<file path="config.mk">
export PLATFORM = sky130hd
export DESIGN_NAME = scht_ctrl
export DESIGN_NICKNAME = d
export VERILOG_FILES = /design/src/rtl/scht_pkg.sv /design/src/rtl/scht_ctrl.sv
export SDC_FILE = /design/constraint.sdc
export NUM_CORES = 1
export LEC_CHECK = 0
export BUFFER_PORTS_ARGS = -buffer_cell sky130_fd_sc_hd__buf_2
export CAP_MARGIN = 20
export CORE_MARGIN = 3
export CORE_UTILIZATION = 40
export DETAILED_ROUTE_END_ITERATION = 10
export MAX_ROUTING_LAYER = met4
export PLACE_DENSITY_LB_ADDON = 0.3
export SLEW_MARGIN = 15
export SYNTH_ARGS = -nofsm -noshare
export SYNTH_HDL_FRONTEND = slang
export SYNTH_SLANG_ARGS = --single-unit
</file>
<file path="constraint.sdc">
create_clock -name clk -period 3.8 [get_ports clk]
set_input_delay 1.14 -clock clk [delete_from_list [all_inputs] [get_ports clk]]
set_output_delay 1.14 -clock clk [all_outputs]
set_load 0.03 [all_outputs]
</file>
<file path="src/rtl/scht_pkg.sv">
// shared types, codes and constants of the spatial cell hash table
package scht_pkg;

  localparam int BUCKETS_DEF     = 1024;
  localparam int WAYS_DEF        = 4;
  localparam int COORD_BITS_DEF  = 16;
  localparam int HANDLE_BITS_DEF = 16;

  localparam int HASH_KX = 541;
  localparam int HASH_KY = 79;
  localparam int HASH_KZ = 31;

  localparam int MODULUS_W     = 11;
  localparam int MODULUS_RESET = 1024;

  localparam int OUT_HANDLE_W = 16;
  localparam int OUT_DW       = 24;

  typedef enum logic [1:0] {
    OP_INSERT = 2'd0,
    OP_REMOVE = 2'd1,
    OP_LOOKUP = 2'd2,
    OP_NONE   = 2'd3
  } scht_op_t;

  typedef enum logic [1:0] {
    ST_DONE = 2'd0,
    ST_MISS = 2'd1,
    ST_FULL = 2'd2,
    ST_RSVD = 2'd3
  } scht_status_t;

  typedef struct packed {
    logic load;
    logic sum;
    logic step;
    logic rd;
    logic commit;
    logic clr;
  } scht_cmd_t;

endpackage

</file>
<file path="src/rtl/scht_ctrl.sv">
// controller: clearing pass, hash/divide sequencing and result handshake
module scht_ctrl
  import scht_pkg::*;
#(
  parameter int BUCKETS    = BUCKETS_DEF,
  parameter int COORD_BITS = COORD_BITS_DEF
) (
  input  logic                       clk,
  input  logic                       rst_n,
  input  logic                       in_valid,
  output logic                       in_ready,
  input  logic                       out_ready,
  output logic                       out_valid,
  output scht_cmd_t                  cmd,
  output logic [$clog2(BUCKETS)-1:0] clr_addr
);

  localparam int BKT_W = $clog2(BUCKETS);
  localparam int MAG_W = COORD_BITS + 9;
  localparam int CNT_W = $clog2(MAG_W);

  typedef enum logic [5:0] {
    S_CLEAR = 6'b000001,
    S_IDLE  = 6'b000010,
    S_SUM   = 6'b000100,
    S_DIV   = 6'b001000,
    S_READ  = 6'b010000,
    S_CMP   = 6'b100000
  } state_t;

  state_t           state_r, state_nxt;
  logic [CNT_W-1:0] cnt_r, cnt_nxt;
  logic [BKT_W-1:0] clr_r, clr_nxt;
  logic             out_valid_r, out_valid_nxt;
  logic             res_free;

  assign res_free = !out_valid_r || out_ready;

  always_comb begin
    state_nxt     = state_r;
    cnt_nxt       = cnt_r;
    clr_nxt       = clr_r;
    out_valid_nxt = out_valid_r && !out_ready;
    cmd           = '0;
    unique case (state_r)
      S_CLEAR: begin
        cmd.clr = 1'b1;
        clr_nxt = clr_r + 1'b1;
        if (clr_r == BKT_W'(BUCKETS - 1)) begin
          state_nxt = S_IDLE;
        end
      end
      S_IDLE: begin
        if (in_valid) begin
          cmd.load  = 1'b1;
          state_nxt = S_SUM;
        end
      end
      S_SUM: begin
        cmd.sum   = 1'b1;
        cnt_nxt   = '0;
        state_nxt = S_DIV;
      end
      S_DIV: begin
        cmd.step = 1'b1;
        cnt_nxt  = cnt_r + 1'b1;
        if (cnt_r == CNT_W'(MAG_W - 1)) begin
          state_nxt = S_READ;
        end
      end
      S_READ: begin
        cmd.rd    = 1'b1;
        state_nxt = S_CMP;
      end
      S_CMP: begin
        if (res_free) begin
          cmd.commit    = 1'b1;
          out_valid_nxt = 1'b1;
          state_nxt     = S_IDLE;
        end
      end
      default: begin
        state_nxt = S_IDLE;
      end
    endcase
  end

  always_ff @(posedge clk) begin
    if (!rst_n) begin
      state_r     <= S_CLEAR;
      cnt_r       <= '0;
      clr_r       <= '0;
      out_valid_r <= 1'b0;
    end else begin
      state_r     <= state_nxt;
      cnt_r       <= cnt_nxt;
      clr_r       <= clr_nxt;
      out_valid_r <= out_valid_nxt;
    end
  end

  assign in_ready  = (state_r == S_IDLE);
  assign out_valid = out_valid_r;
  assign clr_addr  = clr_r;

endmodule

</file>
==> results_dict.tcl <==
set metrics [dict create \
    finalHoldViolations 0 \
    grt_start_max_net_pins 17 \
    clock-root-buffer "clkbuf_4" \
    status "finished clean" \
    yosysUniqueCellTypes 36 \
    synth_xor_area_share_pct 5.75 \
    grt_pass1_wl_um 4000 \
    power.internal_mw 0.321 \
    synth.area.mux_share_pct 0 \
    syn_area_mm2 0.00107 \
    first_pass_iters 4 \
    wirelength_um 2340 \
    grt_use_met3_pct 5.57 \
    r2r-start "state_r[3]$_SDFFE_PN0P_" \
    port-buffer-count 21 \
    synth_top_family_by_area "simple AND/OR/NAND/NOR gates" \
    initial_core_util_pct 42.6 \
    slew_headroom_pct 65.3 \
    switching_share_pct 28.2 \
    n_fill_cell 260 \
    ys_seq_area_share_pct 41.3 \
    post_synth.cell_area_avg_um2 8.46 \
    switching_power_mw 0.126 \
    die_x_um 57.6 \
    grt_pass1_vias 940 \
    clock_sinks 22 \
    cts_resized 0 \
    vias 969 \
    placed_cell_area_mm2 0.00119 \
    crit_buf_inv 2 \
    finalSetupTns_ps 0 \
    synth-simple-area-share_pct 32.7 \
    pwr-share-clk_pct 28.7 \
    path_depth 4 \
    crit_end "cmd[4]" \
    ir_drop_v 0.000420 \
    crit-reg2reg-capture "cnt_r[0]$_SDFFE_PN0P_" \
    finalMaxSlewViolations 0 \
    rrSetupSlack_ps 1870 \
    busiest_layer "met2" \
    pwr_density_cell_mw_per_mm2 365 \
    htreeDepth 1 \
    final_area_mm2 0.00122 \
    end_kind "output port" \
    whs_ps 507 \
    insertion_delay_ps 310 \
    track_usage_pct 15.4 \
    cpMaxStageDelayCell "or4_1" \
    p_comb_share_pct 15.2 \
    clk_pin_slew_ps 120 \
    gp_congestion 0.742 \
    cp_max_fo 7 \
    core_mm2 0.00250 \
    arrival_ps 2030 \
    nets 155 \
    vias_per_cell 5.47 \
    cts_tree "done" \
    crit_type "flop to output port" \
    setup.worst_path.start "state_r[3]$_SDFFE_PN0P_" \
    drt_iter0_drc 28 \
    wl_per_cell_um 13.2 \
    layout.cells.most_common_list "dfxtp_1, buf_2, nand2_1, nor2_1" \
    grt_use_met1_pct 18.9 \
    seq_power_share_pct 56.1 \
    critPathTopFamily "simple AND/OR/NAND/NOR gates" \
    use_met2_pct 24.8 \
    numCtsBuffers 3 \
    rows 18 \
    diodes 0 \
    synthCells 126 \
    p_leak_nw 0.535 \
    layout_commonest_cell "dfxtp_1" \
    fmax_mhz 315 \
    dpl_worst_slack_ps 933 \
    cap_violations 0 \
    critical_path.startpoint_type "flop" \
    synthAdderAreaFrac_pct 3.52 \
    slowest_delay_ps 520 \
    antenna_found_initial 0 \
    area_growth_pct 14.9 \
    die-height_um 57.6 \
    fin_crit_ps 3170 \
    crit_chain "or4_1 > or3b_1 > clkinv_1 > buf_2" \
    required_ps 2660 \
    finalSetupViolations 0 \
    grt_overflow_total 0 \
    holdCritPathClass "flop to flop" \
    syn_nets 133 \
    worstRegToRegCells 4 \
    clock_skew_ps 7.53 \
    ios 22 \
    rsz0062_at_grt "no" \
    die-area_mm2 0.00332 \
    period_share_pct 83.4 \
    drive_gt1_share_pct 19.0 \
    ant_nets 0 \
    ys_warn_count 0 \
    drc 0 \
    worst_slack_ps 630 \
    yosys_register_bits 22 \
    worstMarginPinSlew_ps 520 \
    post_cts_buffers 0 \
    synth_compound_area_share_pct 12.3 \
    dp_hpwl_um 1680 \
    ctsHoldBuffers 0 \
    clk_path_buf_depth 2 \
]
==> worst min-delay path: stages, from the launching register on <==
cell	delay [ps]
dfxtp_1	360
nand2_1	60
a21oi_1	50
==> stage by stage <==
stage	cells	power (mW)	utilization (%)
2_1_floorplan	126	0.304	-
3_3_place_gp	173	0.321	47.5
3_5_place_dp	173	0.324	47.5
4_1_cts	177	0.455	49.0
5_1_grt	177	0.473	49.0
6_report	177	0.447	49.0
==> sequential cells by signal (all words and copies together), names as in the netlist <==
name and flops:
state_r 6, clr_addr 10, cnt_r 5, out_valid 1
==> Yosys cell counts, drive strengths merged <==
cell type	count	area (um^2)
nor2b	3	18.8
and3b	1	10.0
inv	6	22.5
or3	3	18.8
dfxtp	22	440
o21bai	1	7.51
xor2	7	61.3
nor3b	1	7.51
nor4	3	33.8
nand4	4	25.0
and4	2	17.5
nand4b	1	8.76
nand3b	1	7.51
nor3	2	10.0
buf	2	12.5
a311oi	1	8.76
nand2b	2	12.5
and2	2	12.5
nand2	11	41.3
ha	3	37.5
or4	1	7.51
a211oi	2	15.0
or3b	1	8.76
nor2	11	41.3
a21oi	8	40.0
and3	3	23.8
o21ai	9	45.0
o21a	2	15.0
clkinv	1	3.75
nor4b	1	8.76
nand3	7	35.0
clkbuf	2	7.51
==> routing by layer <==
layer / wire length [um] / up-vias / share of wire (%)
met5: 0 / - / 0
met4: 24 / 0 / 1.0
met3: 103 / 4 / 4.4
met2: 1130 / 19 / 48
met1: 1080 / 458 / 46
li1: - / 488 / -
==> power groups by stage <==
| stage | Clock, mW | Sequential [mW] | Combinational [mW] |
|---|---|---|---|
| 2_1_floorplan | 0 | 0.268 | 0.0360 |
| 3_3_place_gp | 0 | 0.255 | 0.0659 |
| 3_5_place_dp | 0 | 0.256 | 0.0677 |
| 4_1_cts | 0.136 | 0.251 | 0.0683 |
| 5_1_grt | 0.145 | 0.253 | 0.0749 |
| 6_report | 0.128 | 0.251 | 0.0678 |
==> cells by family after synthesis <==
logic type                 count (synthesis)
AOI/OAI and AO/OA                         23
xor gates and xnor gates                   7
adders and majority gates                  3
buffers and inverters                     11
DFF                                       22
and+or+nand+nor                           60
==> how the worst min path moves through the flow <==
stage | start | to | cells past startpoint
finish | clr_addr[1]$_SDFFE_PN0P_ | clr_addr[1]$_SDFFE_PN0P_ | 2
global route | clr_addr[1]$_SDFFE_PN0P_ | clr_addr[1]$_SDFFE_PN0P_ | 2
CTS | clr_addr[1]$_SDFFE_PN0P_ | clr_addr[1]$_SDFFE_PN0P_ | 2
detailed placement | clr_addr[1]$_SDFFE_PN0P_ | clr_addr[1]$_SDFFE_PN0P_ | 2
global placement | clr_addr[1]$_SDFFE_PN0P_ | clr_addr[1]$_SDFFE_PN0P_ | 2
floorplan | cnt_r[4]$_SDFFE_PN0P_ | cnt_r[4]$_SDFFE_PN0P_ | 2
==> cell type report <==
type / instances / area, um^2 / area share [%]
Sequential cell: 22 / 440 / 36.0
Inverter: 7 / 26.3 / 2.15
Tap cell: 30 / 37.5 / 3.06
Multi-Input combinational cell: 93 / 579 / 47.3
Timing Repair Buffer: 21 / 105 / 8.58
Clock buffer: 4 / 36.3 / 2.96
Power figures use the tool's default switching activity.
